==> src/sv/gtg_pkg.sv <==
// Shared constants, widths and helpers of the go-to-goal controller.
package gtg_pkg;

    localparam int POS_W     = 36;
    localparam int HEAD_W    = 16;
    localparam int DIFF_W    = POS_W + 1;
    localparam int D_W       = 24;
    localparam int RAD_W     = 2 * D_W;
    localparam int ROOT_W    = D_W;
    localparam int REM_W     = ROOT_W + 2;
    localparam int STEP_W    = $clog2(ROOT_W + 1);
    localparam int SPEED_W   = 16;
    localparam int LIMIT_W   = 15;
    localparam int GAIN_W    = 16;
    localparam int ERR_RAW_W = HEAD_W + 1;
    localparam int ERR_W     = 15;
    localparam int AERR_W    = 14;
    localparam int STATUS_W  = 3;
    localparam int MUL_W     = 24;
    localparam int PROD_W    = 2 * MUL_W;
    localparam int CFG_IDX_W = 3;
    localparam int CFG_DATA_W = 24;

    // Register indexes of the configuration port
    localparam logic [CFG_IDX_W-1:0] CFG_LIN_LIMIT = 3'd0;
    localparam logic [CFG_IDX_W-1:0] CFG_ANG_LIMIT = 3'd1;
    localparam logic [CFG_IDX_W-1:0] CFG_LIN_GAIN  = 3'd2;
    localparam logic [CFG_IDX_W-1:0] CFG_ANG_GAIN  = 3'd3;
    localparam logic [CFG_IDX_W-1:0] CFG_TOLERANCE = 3'd4;

    // Result status codes
    localparam logic [STATUS_W-1:0] ST_NO_TARGET = 3'd0;
    localparam logic [STATUS_W-1:0] ST_NO_POSE   = 3'd1;
    localparam logic [STATUS_W-1:0] ST_REACHED   = 3'd2;
    localparam logic [STATUS_W-1:0] ST_DRIVE     = 3'd3;
    localparam logic [STATUS_W-1:0] ST_HALVED    = 3'd4;

    // Angles in 1/4096 rad
    localparam logic signed [ERR_RAW_W-1:0] ANG_PI     = 17'sd12868;
    localparam logic signed [ERR_RAW_W-1:0] ANG_TWO_PI = 17'sd25736;
    localparam logic [AERR_W-1:0]           ANG_QUARTER_PI = 14'd3217;

    localparam logic signed [DIFF_W-1:0] D_MAX = 37'sd8388607;
    localparam logic signed [DIFF_W-1:0] D_MIN = -37'sd8388608;

    function automatic logic signed [D_W-1:0] sat_d(input logic signed [DIFF_W-1:0] v);
        logic signed [D_W-1:0] r;
        if (v > D_MAX)
            r = D_MAX[D_W-1:0];
        else if (v < D_MIN)
            r = D_MIN[D_W-1:0];
        else
            r = v[D_W-1:0];
        return r;
    endfunction

    function automatic logic [D_W-1:0] abs_d(input logic signed [D_W-1:0] v);
        logic [D_W-1:0] r;
        r = v[D_W-1] ? D_W'(-v) : D_W'(v);
        return r;
    endfunction

endpackage

==> src/sv/gtg_in_if.sv <==
// Input channel: target and tick transactions.
interface gtg_in_if;
    import gtg_pkg::*;

    logic                     valid;
    logic                     ready;
    logic                     kind;
    logic signed [POS_W-1:0]  pos_x;
    logic signed [POS_W-1:0]  pos_y;
    logic signed [HEAD_W-1:0] heading;
    logic                     pose_valid;

    modport source (output valid, kind, pos_x, pos_y, heading, pose_valid, input ready);
    modport sink   (input valid, kind, pos_x, pos_y, heading, pose_valid, output ready);
endinterface

==> src/sv/gtg_out_if.sv <==
// Output channel: velocity command transactions.
interface gtg_out_if;
    import gtg_pkg::*;

    logic                      valid;
    logic                      ready;
    logic signed [SPEED_W-1:0] linear_speed;
    logic signed [SPEED_W-1:0] angular_speed;
    logic [D_W-1:0]            distance;
    logic signed [ERR_W-1:0]   heading_error;
    logic [STATUS_W-1:0]       status;

    modport source (output valid, linear_speed, angular_speed, distance, heading_error,
                    status, input ready);
    modport sink   (input valid, linear_speed, angular_speed, distance, heading_error,
                    status, output ready);
endinterface

==> src/sv/go_to_goal_p_controller.sv <==
// Top level of the proportional go-to-goal controller.
// A target transaction (kind 0) stores the goal and gives no command. A tick transaction
// (kind 1) gives exactly one command. With no target held or an invalid pose the tick goes
// straight to the emit state; a tick that reaches the goal first passes the two squares and
// the 24-step bit-serial square root, and any other tick also up to three heading-wrap steps
// and both gains, four passes through the one shared 24x24 multiplier in all. The input is
// not ready while a tick is in work. The command waits in an output register until taken;
// a configuration write also acts on a tick that is in work.
module go_to_goal_p_controller (
    input  logic                           clk,
    input  logic                           rst_n,
    gtg_in_if.sink                         item,
    gtg_out_if.source                      command,
    input  logic                           cfg_we,
    input  logic [gtg_pkg::CFG_IDX_W-1:0]  cfg_index,
    input  logic [gtg_pkg::CFG_DATA_W-1:0] cfg_data
);
    import gtg_pkg::*;

    typedef enum logic [3:0] {
        S_IDLE, S_SQ_X, S_SQ_Y, S_SUM, S_ROOT, S_CHECK,
        S_WRAP, S_MUL_LIN, S_MUL_ANG, S_FINISH, S_EMIT
    } state_t;

    state_t                     state_reg, state_next;
    logic [LIMIT_W-1:0]         lin_limit_reg, ang_limit_reg;
    logic [GAIN_W-1:0]          lin_gain_reg, ang_gain_reg;
    logic [D_W-1:0]             tol_reg;
    logic signed [POS_W-1:0]    goal_x_reg, goal_y_reg;
    logic signed [HEAD_W-1:0]   goal_head_reg;
    logic                       goal_held_reg;

    logic signed [D_W-1:0]      dx_reg, dx_next, dy_reg, dy_next;
    logic signed [ERR_RAW_W-1:0] err_reg, err_next;
    logic [PROD_W-1:0]          acc_reg, acc_next;
    logic [D_W-1:0]             dist_reg, dist_next;
    logic [LIMIT_W-1:0]         lin_reg, lin_next;

    logic signed [SPEED_W-1:0]  res_lin_reg, res_lin_next;
    logic signed [SPEED_W-1:0]  res_ang_reg, res_ang_next;
    logic [D_W-1:0]             res_dist_reg, res_dist_next;
    logic signed [ERR_W-1:0]    res_err_reg, res_err_next;
    logic [STATUS_W-1:0]        res_status_reg, res_status_next;

    logic                       out_valid_reg, out_valid_next;
    logic signed [SPEED_W-1:0]  out_lin_reg, out_ang_reg;
    logic [D_W-1:0]             out_dist_reg;
    logic signed [ERR_W-1:0]    out_err_reg;
    logic [STATUS_W-1:0]        out_status_reg;
    logic                       out_load;

    logic                       accept;
    logic signed [DIFF_W-1:0]   diff_x, diff_y;
    logic [MUL_W-1:0]           mul_a, mul_b;
    logic [PROD_W-1:0]          prod;
    logic                       sq_start, sq_done;
    logic [RAD_W-1:0]           sq_rad;
    logic [ROOT_W-1:0]          sq_root;
    logic [AERR_W-1:0]          aerr;
    logic [PROD_W-9:0]          scaled;
    logic [LIMIT_W-1:0]         clamped;
    logic [LIMIT_W-1:0]         lin_final;
    logic                       halve;

    gtg_mul u_mul (
        .clk (clk),
        .a   (mul_a),
        .b   (mul_b),
        .p   (prod)
    );

    gtg_isqrt u_isqrt (
        .clk      (clk),
        .rst_n    (rst_n),
        .start    (sq_start),
        .radicand (sq_rad),
        .done     (sq_done),
        .root     (sq_root)
    );

    assign item.ready = (state_reg == S_IDLE);
    assign accept     = item.valid && item.ready;
    assign diff_x     = $signed({goal_x_reg[POS_W-1], goal_x_reg})
                      - $signed({item.pos_x[POS_W-1], item.pos_x});
    assign diff_y     = $signed({goal_y_reg[POS_W-1], goal_y_reg})
                      - $signed({item.pos_y[POS_W-1], item.pos_y});
    assign sq_rad     = acc_reg + prod;
    assign sq_start   = (state_reg == S_SUM);
    assign aerr       = err_reg[ERR_RAW_W-1] ? AERR_W'(-err_reg) : AERR_W'(err_reg);
    assign scaled     = prod[PROD_W-1:8];
    assign out_load   = (state_reg == S_EMIT) && (!out_valid_reg || command.ready);

    // Shared multiplier operands per step
    always_comb
    begin
        case (state_reg)
            S_SQ_X:
            begin
                mul_a = abs_d(dx_reg);
                mul_b = abs_d(dx_reg);
            end
            S_SQ_Y:
            begin
                mul_a = abs_d(dy_reg);
                mul_b = abs_d(dy_reg);
            end
            S_MUL_LIN:
            begin
                mul_a = dist_reg;
                mul_b = MUL_W'(lin_gain_reg);
            end
            default:
            begin
                mul_a = MUL_W'(aerr);
                mul_b = MUL_W'(ang_gain_reg);
            end
        endcase
    end

    // Gain product scaled by 1/256 and clamped to the active limit
    always_comb
    begin
        if (state_reg == S_MUL_ANG)
            clamped = (scaled > (PROD_W-8)'(lin_limit_reg)) ? lin_limit_reg
                                                              : scaled[LIMIT_W-1:0];
        else
            clamped = (scaled > (PROD_W-8)'(ang_limit_reg)) ? ang_limit_reg
                                                              : scaled[LIMIT_W-1:0];
        halve     = (aerr > ANG_QUARTER_PI);
        lin_final = halve ? (lin_reg >> 1) : lin_reg;
    end

    always_comb
    begin
        state_next      = state_reg;
        dx_next         = dx_reg;
        dy_next         = dy_reg;
        err_next        = err_reg;
        acc_next        = acc_reg;
        dist_next       = dist_reg;
        lin_next        = lin_reg;
        res_lin_next    = res_lin_reg;
        res_ang_next    = res_ang_reg;
        res_dist_next   = res_dist_reg;
        res_err_next    = res_err_reg;
        res_status_next = res_status_reg;
        case (state_reg)
            S_IDLE:
            begin
                if (accept && item.kind)
                begin
                    dx_next       = sat_d(diff_x);
                    dy_next       = sat_d(diff_y);
                    err_next      = $signed({goal_head_reg[HEAD_W-1], goal_head_reg})
                                  - $signed({item.heading[HEAD_W-1], item.heading});
                    res_lin_next  = '0;
                    res_ang_next  = '0;
                    res_dist_next = '0;
                    res_err_next  = '0;
                    if (!goal_held_reg)
                    begin
                        res_status_next = ST_NO_TARGET;
                        state_next      = S_EMIT;
                    end
                    else if (!item.pose_valid)
                    begin
                        res_status_next = ST_NO_POSE;
                        state_next      = S_EMIT;
                    end
                    else
                        state_next = S_SQ_X;
                end
            end
            S_SQ_X:
                state_next = S_SQ_Y;
            S_SQ_Y:
            begin
                acc_next   = prod;
                state_next = S_SUM;
            end
            S_SUM:
                state_next = S_ROOT;
            S_ROOT:
            begin
                if (sq_done)
                begin
                    dist_next  = sq_root;
                    state_next = S_CHECK;
                end
            end
            S_CHECK:
            begin
                res_dist_next = dist_reg;
                if (dist_reg < tol_reg)
                begin
                    res_status_next = ST_REACHED;
                    state_next      = S_EMIT;
                end
                else
                    state_next = S_WRAP;
            end
            S_WRAP:
            begin
                // One wrap step per cycle until the error lies in [-pi, pi]
                if (err_reg > ANG_PI)
                    err_next = err_reg - ANG_TWO_PI;
                else if (err_reg < -ANG_PI)
                    err_next = err_reg + ANG_TWO_PI;
                else
                    state_next = S_MUL_LIN;
            end
            S_MUL_LIN:
                state_next = S_MUL_ANG;
            S_MUL_ANG:
            begin
                lin_next   = clamped;
                state_next = S_FINISH;
            end
            S_FINISH:
            begin
                res_lin_next    = $signed(SPEED_W'(lin_final));
                res_ang_next    = err_reg[ERR_RAW_W-1] ? -$signed(SPEED_W'(clamped))
                                                       : $signed(SPEED_W'(clamped));
                res_err_next    = err_reg[ERR_W-1:0];
                res_status_next = halve ? ST_HALVED : ST_DRIVE;
                state_next      = S_EMIT;
            end
            S_EMIT:
            begin
                if (out_load)
                    state_next = S_IDLE;
            end
            default:
                state_next = S_IDLE;
        endcase
    end

    always_comb
    begin
        out_valid_next = out_valid_reg;
        if (out_load)
            out_valid_next = 1'b1;
        else if (command.ready)
            out_valid_next = 1'b0;
    end

    always_ff @(posedge clk or negedge rst_n)
    begin
        if (!rst_n)
        begin
            state_reg     <= S_IDLE;
            out_valid_reg <= 1'b0;
            goal_held_reg <= 1'b0;
            goal_x_reg    <= '0;
            goal_y_reg    <= '0;
            goal_head_reg <= '0;
            lin_limit_reg <= LIMIT_W'(256);
            ang_limit_reg <= LIMIT_W'(256);
            lin_gain_reg  <= GAIN_W'(256);
            ang_gain_reg  <= GAIN_W'(256);
            tol_reg       <= D_W'(128);
        end
        else
        begin
            state_reg     <= state_next;
            out_valid_reg <= out_valid_next;
            if (accept && !item.kind)
            begin
                goal_held_reg <= 1'b1;
                goal_x_reg    <= item.pos_x;
                goal_y_reg    <= item.pos_y;
                goal_head_reg <= item.heading;
            end
            if (cfg_we)
            begin
                case (cfg_index)
                    CFG_LIN_LIMIT: lin_limit_reg <= cfg_data[LIMIT_W-1:0];
                    CFG_ANG_LIMIT: ang_limit_reg <= cfg_data[LIMIT_W-1:0];
                    CFG_LIN_GAIN:  lin_gain_reg  <= cfg_data[GAIN_W-1:0];
                    CFG_ANG_GAIN:  ang_gain_reg  <= cfg_data[GAIN_W-1:0];
                    CFG_TOLERANCE: tol_reg       <= cfg_data[D_W-1:0];
                    default:       ;
                endcase
            end
        end
    end

    always_ff @(posedge clk)
    begin
        dx_reg         <= dx_next;
        dy_reg         <= dy_next;
        err_reg        <= err_next;
        acc_reg        <= acc_next;
        dist_reg       <= dist_next;
        lin_reg        <= lin_next;
        res_lin_reg    <= res_lin_next;
        res_ang_reg    <= res_ang_next;
        res_dist_reg   <= res_dist_next;
        res_err_reg    <= res_err_next;
        res_status_reg <= res_status_next;
        if (out_load)
        begin
            out_lin_reg    <= res_lin_reg;
            out_ang_reg    <= res_ang_reg;
            out_dist_reg   <= res_dist_reg;
            out_err_reg    <= res_err_reg;
            out_status_reg <= res_status_reg;
        end
    end

    assign command.valid         = out_valid_reg;
    assign command.linear_speed  = out_lin_reg;
    assign command.angular_speed = out_ang_reg;
    assign command.distance      = out_dist_reg;
    assign command.heading_error = out_err_reg;
    assign command.status        = out_status_reg;

    a_reached_zero: assert property (@(posedge clk) disable iff (!rst_n)
        command.valid && command.status == ST_REACHED |->
            command.linear_speed == '0 && command.angular_speed == '0
            && command.heading_error == '0)
        else $error("goal reached command carries nonzero speed or error");

    a_tick_busy: assert property (@(posedge clk) disable iff (!rst_n)
        item.valid && item.ready && item.kind && goal_held_reg && item.pose_valid
            |=> !item.ready)
        else $error("input ready while a tick is in work");

    a_err_wrapped: assert property (@(posedge clk) disable iff (!rst_n)
        command.valid && (command.status == ST_DRIVE || command.status == ST_HALVED) |->
            $signed(command.heading_error) <= $signed(ANG_PI[ERR_W-1:0])
            && $signed(command.heading_error) >= -$signed(ANG_PI[ERR_W-1:0]))
        else $error("heading error outside [-pi, pi]");

    a_no_target_dist: assert property (@(posedge clk) disable iff (!rst_n)
        command.valid && (command.status == ST_NO_TARGET || command.status == ST_NO_POSE)
            |-> command.distance == '0 && command.linear_speed == '0)
        else $error("command without pose carries distance or speed");

endmodule

==> src/sv/gtg_mul.sv <==
// Shared unsigned multiplier with a registered product.
module gtg_mul (
    input  logic                       clk,
    input  logic [gtg_pkg::MUL_W-1:0]  a,
    input  logic [gtg_pkg::MUL_W-1:0]  b,
    output logic [gtg_pkg::PROD_W-1:0] p
);
    import gtg_pkg::*;

    logic [PROD_W-1:0] p_reg;

    always_ff @(posedge clk)
    begin
        p_reg <= PROD_W'(a) * PROD_W'(b);
    end

    assign p = p_reg;
endmodule

==> src/sv/gtg_isqrt.sv <==
// Bit-serial restoring integer square root, one root bit per cycle.
module gtg_isqrt (
    input  logic                       clk,
    input  logic                       rst_n,
    input  logic                       start,
    input  logic [gtg_pkg::RAD_W-1:0]  radicand,
    output logic                       done,
    output logic [gtg_pkg::ROOT_W-1:0] root
);
    import gtg_pkg::*;

    logic                busy_reg, busy_next;
    logic                done_reg, done_next;
    logic [STEP_W-1:0]   cnt_reg, cnt_next;
    logic [RAD_W-1:0]    rad_reg, rad_next;
    logic [REM_W-1:0]    rem_reg, rem_next;
    logic [ROOT_W-1:0]   root_reg, root_next;
    logic [REM_W+1:0]    rem_sh;
    logic [REM_W+1:0]    trial;
    logic [REM_W+1:0]    diff;

    always_comb
    begin
        rem_sh    = {rem_reg, rad_reg[RAD_W-1 -: 2]};
        trial     = {2'b00, root_reg, 2'b01};
        diff      = rem_sh - trial;
        busy_next = busy_reg;
        done_next = 1'b0;
        cnt_next  = cnt_reg;
        rad_next  = rad_reg;
        rem_next  = rem_reg;
        root_next = root_reg;
        if (start)
        begin
            busy_next = 1'b1;
            cnt_next  = STEP_W'(ROOT_W);
            rad_next  = radicand;
            rem_next  = '0;
            root_next = '0;
        end
        else if (busy_reg)
        begin
            rad_next = {rad_reg[RAD_W-3:0], 2'b00};
            if (rem_sh >= trial)
            begin
                rem_next  = diff[REM_W-1:0];
                root_next = {root_reg[ROOT_W-2:0], 1'b1};
            end
            else
            begin
                rem_next  = rem_sh[REM_W-1:0];
                root_next = {root_reg[ROOT_W-2:0], 1'b0};
            end
            cnt_next = cnt_reg - 1'b1;
            if (cnt_reg == STEP_W'(1))
            begin
                busy_next = 1'b0;
                done_next = 1'b1;
            end
        end
    end

    always_ff @(posedge clk or negedge rst_n)
    begin
        if (!rst_n)
        begin
            busy_reg <= 1'b0;
            done_reg <= 1'b0;
            cnt_reg  <= '0;
        end
        else
        begin
            busy_reg <= busy_next;
            done_reg <= done_next;
            cnt_reg  <= cnt_next;
        end
    end

    always_ff @(posedge clk)
    begin
        rad_reg  <= rad_next;
        rem_reg  <= rem_next;
        root_reg <= root_next;
    end

    assign done = done_reg;
    assign root = root_reg;
endmodule

==> src/flat_wrapper.sv <==
// flat-port wrapper written by rule: the top's interface ports become plain ports
module go_to_goal_p_controller_flat import gtg_pkg::*;
  (clk, rst_n, cfg_we, cfg_index, cfg_data, item_valid, item_kind, item_pos_x, item_pos_y, item_heading, item_pose_valid, item_ready, command_valid, command_linear_speed, command_angular_speed, command_distance, command_heading_error, command_status, command_ready);
  gtg_in_if item_i ();
  gtg_out_if command_i ();
  input  logic clk;
  input  logic rst_n;
  input  logic cfg_we;
  input  logic [gtg_pkg::CFG_IDX_W-1:0] cfg_index;
  input  logic [gtg_pkg::CFG_DATA_W-1:0] cfg_data;
  input wire logic [$bits(item_i.valid)-1:0] item_valid;
  input wire logic [$bits(item_i.kind)-1:0] item_kind;
  input wire logic [$bits(item_i.pos_x)-1:0] item_pos_x;
  input wire logic [$bits(item_i.pos_y)-1:0] item_pos_y;
  input wire logic [$bits(item_i.heading)-1:0] item_heading;
  input wire logic [$bits(item_i.pose_valid)-1:0] item_pose_valid;
  output wire logic [$bits(item_i.ready)-1:0] item_ready;
  output wire logic [$bits(command_i.valid)-1:0] command_valid;
  output wire logic [$bits(command_i.linear_speed)-1:0] command_linear_speed;
  output wire logic [$bits(command_i.angular_speed)-1:0] command_angular_speed;
  output wire logic [$bits(command_i.distance)-1:0] command_distance;
  output wire logic [$bits(command_i.heading_error)-1:0] command_heading_error;
  output wire logic [$bits(command_i.status)-1:0] command_status;
  input wire logic [$bits(command_i.ready)-1:0] command_ready;
  assign item_i.valid = item_valid;
  assign item_i.kind = item_kind;
  assign item_i.pos_x = item_pos_x;
  assign item_i.pos_y = item_pos_y;
  assign item_i.heading = item_heading;
  assign item_i.pose_valid = item_pose_valid;
  assign item_ready = item_i.ready;
  assign command_valid = command_i.valid;
  assign command_linear_speed = command_i.linear_speed;
  assign command_angular_speed = command_i.angular_speed;
  assign command_distance = command_i.distance;
  assign command_heading_error = command_i.heading_error;
  assign command_status = command_i.status;
  assign command_i.ready = command_ready;
  go_to_goal_p_controller u_core (.clk(clk), .rst_n(rst_n), .item(item_i), .command(command_i), .cfg_we(cfg_we), .cfg_index(cfg_index), .cfg_data(cfg_data));
endmodule
==> config.mk <==
export PLATFORM = sky130hd
export DESIGN_NAME = go_to_goal_p_controller_flat
export DESIGN_NICKNAME = d
export VERILOG_FILES = /design/src/sv/gtg_pkg.sv /design/src/sv/gtg_in_if.sv /design/src/sv/gtg_out_if.sv /design/src/sv/go_to_goal_p_controller.sv /design/src/sv/gtg_mul.sv /design/src/sv/gtg_isqrt.sv /design/src/flat_wrapper.sv
export SDC_FILE = /design/constraint.sdc
export NUM_CORES = 2
export LEC_CHECK = 0
export ABC_AREA = 1
export ABC_CLOCK_PERIOD_IN_PS = 24100
export BUFFER_PORTS_ARGS = -buffer_cell sky130_fd_sc_hd__buf_2
export CORE_ASPECT_RATIO = 0.75
export CORE_MARGIN = 2
export CORE_UTILIZATION = 55
export CTS_CLUSTER_DIAMETER = 80
export DETAILED_ROUTE_END_ITERATION = 8
export PLACE_DENSITY = 0.83
export SLEW_MARGIN = 10
export SYNTH_ARGS = -nofsm -noshare
export SYNTH_HDL_FRONTEND = slang
export SYNTH_SLANG_ARGS = --single-unit
==> constraint.sdc <==
create_clock -name clk -period 24.1 [get_ports clk]
set_input_delay 4.82 -clock clk [delete_from_list [all_inputs] [get_ports clk]]
set_output_delay 4.82 -clock clk [all_outputs]
set_load 0.02 [all_outputs]
* Word level (Yosys, flattened, before mapping)
Index checks and enable logic that the tools add are counted.
Word-level totals: bits in registers 633, bits of input ports 122, output and inout bits 76
Operators by class: add/subtract/negate cells 12, multipliers 1, magnitude comparators 11, equal/unequal tests 23, mux-type cells 52, reductions and logical operators 27
Operators by type and width (count):
- case mux 24 bit (3 select lines) | 2
- 2-to-1 mux 24 bit | 5
- 2-to-1 mux 48 bit | 2
- > comparator 40 x 15 -> 1 bit | 2
- 2-to-1 mux 15 bit | 5
- > comparator 37 x 24 -> 1 bit, second input constant | 2
- less-than comparator 37 x 24 -> 1 bit, second input constant | 2
- subtractor 36 x 36 -> 37 bit | 2
- case mux 16 bit (2 select lines) | 2
- 2-to-1 mux 17 bit | 3
- adder 48 bit | 1
- multiplier 24 x 24 -> 48 bit | 1
- negation 24 bit | 2
- case mux 24 bit (2 select lines) | 1
- case mux 4 bit (11 select lines) | 1
- case mux 17 bit (2 select lines) | 1
- 2-to-1 mux 16 bit | 2
- 2-to-1 mux 4 bit | 8
- case mux 15 bit (2 select lines) | 1
- >= comparator 28 x 26 -> 1 bit | 1
- 2-to-1 mux 26 bit | 1
- subtractor 26 bit | 1
- less-than comparator 24 bit | 1
- AND reduction 2 bit | 9
- other kinds (36) | 68

* Longest topological paths before layout
depth after elaboration 6, gate-level depth with buffers 44

* By module
A second synthesis with hierarchy kept.
Unflattened totals: cells, all modules 7517, area total of the unflattened synthesis 58098.2 µm²
Modules (own cells, without submodules):
- go_to_goal_p_controller | times used 1, cells each 3719, area each 30437.9 µm², seq. area each 13459.2 µm²
- gtg_mul | times used 1, cells each 2903, area each 21396.8 µm², seq. area each 960.9 µm²
- gtg_isqrt | times used 1, cells each 895, area each 6263.5 µm², seq. area each 2617.5 µm²

* Worst setup path before layout
Ideal clock, no wire load.
kind input to register, start point input port command_ready, end point register u_core.out_ang_reg[0], in the netlist u_core.command.angular_speed[0] (enable), arrival time 7.925 ns, required time 23.595 ns, setup slack 15.670 ns, cell stages on the path 2, path buffers 0, path through nor2_1 nor2_1
On the way: longest elaborated chain between the ends 2
Ends and longest elaborated chain:
- from (decl) | RTL line flat_wrapper.sv:24 | input wire logic [$bits(command_i.ready)-1:0] command_ready;
- logical OR 1 bit | RTL line go_to_goal_p_controller.sv:91 | assign out_load = (state_reg == S_EMIT) && (!out_valid_reg || command.ready);
- logical AND 1 bit | RTL line go_to_goal_p_controller.sv:91
- via u_core.out_load | RTL line go_to_goal_p_controller.sv:50 | logic out_load;
- to (signal assigned) | RTL line go_to_goal_p_controller.sv:304 | out_ang_reg <= res_ang_reg;
- to (decl) | RTL line go_to_goal_p_controller.sv:46 | logic signed [SPEED_W-1:0] out_lin_reg, out_ang_reg;
The timed path passes the listed nets, and every way through them passes these cells. A chain may end at the register's enable or synchronous reset.

* Worst setup path after layout
start point register u_core.dx_reg[2], end point register u_core.u_mul.p_reg[44], in the netlist u_core.u_mul.p[44]
On the way: longest elaborated chain between the ends 4, elaborated cells between the ends (all ways) 5, those cells by class add/sub: 1; mul: 1; mux: 3
Ends and longest elaborated chain:
- from (decl) | RTL line go_to_goal_p_controller.sv:33 | logic signed [D_W-1:0] dx_reg, dx_next, dy_reg, dy_next;
- from (signal assigned) | RTL line go_to_goal_p_controller.sv:290 | dx_reg <= dx_next;
- negation 24 bit | RTL line gtg_pkg.sv:59 | r = v[D_W-1] ? D_W'(-v) : D_W'(v);
- 2-to-1 mux 24 bit (*) | RTL line gtg_pkg.sv:59
- case mux 24 bit (3 select lines) | RTL line go_to_goal_p_controller.sv:96 | case (state_reg)
- multiplier 24 x 24 -> 48 bit (*) | RTL line gtg_mul.sv:14 | p_reg <= PROD_W'(a) * PROD_W'(b);
- to (signal assigned) | RTL line gtg_mul.sv:14
- to (decl) | RTL line gtg_mul.sv:10 | logic [PROD_W-1:0] p_reg;
Every way passes the cells marked *; elsewhere a longest branch is shown, timed or not.

==> results.cfg <==
[layout]
syn_to_final_growth_pct = 8.36
fin_area_sq_mm = 0.0604
num-nets-final = 8039
drive_gt1_share_pct = 6.60
diodes = 0

[clocking]
clkLatencyLatePin_ns = 0.68
cts_root_buf = clkbuf_16
clkSinkCount = 631
path_clk_slew_ns = 0.06
cts_made_buffers = 70
cts_resized = 0
hold_buffers = 0
post_cts_buffers = 0
htree_levels = 3
cts_tree = yes
clock_path_buffers = 3

[timing]
setup_violations = 0
max_freq_mhz = 97.8
fin_setup_tns_ns = 0
fin_crit_sh_pct = 42.4
timing.final.max_slew_violations = 0
maxSlewHeadroom_pct = 12.7
hold_viol = 0
fin_crit_ns = 10.22
rsz0062_at_grt = no
tightest_slew_ns = 1.31
skew_ns = 0.0271

[run]
max_cap_viol_count = 0

[place]
port_buffers = 196
placed_area_sq_mm = 0.0580
hpwlAfterDp_mm = 129
gp_congestion = 1.01

[global_routing]
grt_start_max_net_pins = 106
grtUsageTotal_pct = 31.8
overflow = 0
antenna_found_initial = 1
grt_pass1_vias = 47500
grt_pass1_wl_mm = 259

[logic_synthesis]
synth-edff-count = 346
yosysMostFrequentCell = nand2_1
yosysTopAreaCellShare_pct = 18.6
netlist_area_sq_mm = 0.0557
ys_ff_latch = 631
synth_cell_types = 70
syn_inst = 6885
ys_warn_count = 0
seq_area_frac_synth_pct = 30.6
synth_commonest_cells = nand2_1 (1547), inv_1 (1334), nor2_1 (615)
synth_area_leaders = edfxtp_1 (19%), fa_1 (17%), nand2_1 (10%)
netlist.top_cell.by_area = edfxtp_1
async_flop_share_pct = 29.6
avgSynthCellArea_sq_um = 8.10
synth_flop_cell = edfxtp_1

[worst_setup_path]
arrival_ns = 10.77
path_common_cell = fa_1
crit_fanout = 21
max_stage_delay_ns = 0.82
critPathSlowestCell = nand2_1
path_class = reg2reg
required_ns = 24.64
end_kind = flop
crit_path_start_kind = flop

[min_path]
min_path_type = reg2reg

[outcome]
status = completed

[detailed_routing]
wl_per_cell_microns = 19.4
drt_pass1_iterations = 6
drt_wl_total_mm = 163
antenna_left = 0
vias = 47300
drt_drc_violations_left = 0
drt_iter0_markers = 5116
via_per_inst = 5.61

[floorplan]
die_h_microns = 280
ios = 198
core_area_sq_mm = 0.101
rows = 101
die_w_microns = 372
dieArea_sq_mm = 0.104
start_util_pct = 55.3
[stage by stage]
step / cells / setup slack [ns] / hold WS, ns / utilization, %
after floorplan: 6898 / 15.67 / 0.400 / -
after global placement: 8291 / 14.28 / 0.401 / 57.5
after detailed placement: 8291 / 14.14 / 0.405 / 57.5
after CTS: 8419 / 14.17 / 0.417 / 59.9
after global routing: 8419 / 13.47 / 0.421 / 59.9
final: 8419 / 13.88 / 0.415 / 59.9
[cell usage in the layout, fill, tap and decap left out, drive strengths merged, types with 6 or more instances in the layout]
cell,n
inv,1359
o21bai,20
o211ai,28
buf,236
fa,487
bufinv,10
nand3b,15
nor3,53
edfxtp,346
ha,406
or2,29
clkbuf,89
a31oi,47
xor2,125
a211oi,6
a22oi,24
conb,15
o21ai,456
o22ai,19
nand3,237
dfxtp,98
dfrtp,182
nand2,1567
nor2,623
a21boi,15
o21a,16
clkinv,27
nand4,39
nor4,16
a21o,24
a21oi,381
xnor2,50
[final cells by class]
type                       count  area [sq um]
fill                        8870         40400
multi-input combinational   4723         32800
sequential                   631         17000
inverter                    1361          5110
clock buffer                  88          1880
tap                         1339          1680
timing repair buffer         237          1300
clock inverter                40           558
[worst max-delay path: cells and delay by family (launching register included)]
family,cells,cell delay [ns]
adder cells (fa/ha/maj),8,4.04
flip-flops,1,0.46
XOR/XNOR,1,0.15
AND/OR/NAND/NOR,13,3.22
buffers and inverters,6,0.46
AO/OA/AOI/OAI,7,1.77
[layer usage]
metal	GRT usage, %	vias to the layer above	wire length, microns
met4	11.6	0	6360
met2	47.6	2341	69200
li1	-	22000	-
met3	9.03	412	18700
met1	44.1	22500	68800
met5	0	-	0
[cell families (layout without fill, tap and decap cells)]
logic type	Yosys count	after routing	synth area share, %
simple gates	2590	2590	18.9
buf+inv	1544	1726	10.7
compound gates	1050	1050	10.4
fa+ha+maj	893	893	26.6
flops	631	631	30.6
xor+xnor	175	175	2.75
other cells	2	15	0.0135
[path summary, 6_finish.rpt]
path | from | endpoint | slack [ns] | cells past startpoint
max in group asynchronous | rst_n | u_core.ang_gain_reg[1] | 18.60 | 2
worst max-delay path | u_core.dx_reg[2] | u_core.u_mul.p[44] | 13.88 | 35
min in group asynchronous | rst_n | u_core.goal_y_reg[24] | 4.14 | 1
worst min-delay path | u_core.res_dist_reg[18] | u_core.command.distance[18] | 0.41 | 0
worst min register to register | u_core.res_dist_reg[18] | u_core.command.distance[18] | 0.41 | 0
worst max register to register | u_core.dx_reg[2] | u_core.u_mul.p[44] | 13.88 | 35
Power is left out: the tool's default activity adds up to more than one toggle a clock period on the data nets, which glitch-free logic cannot reach.
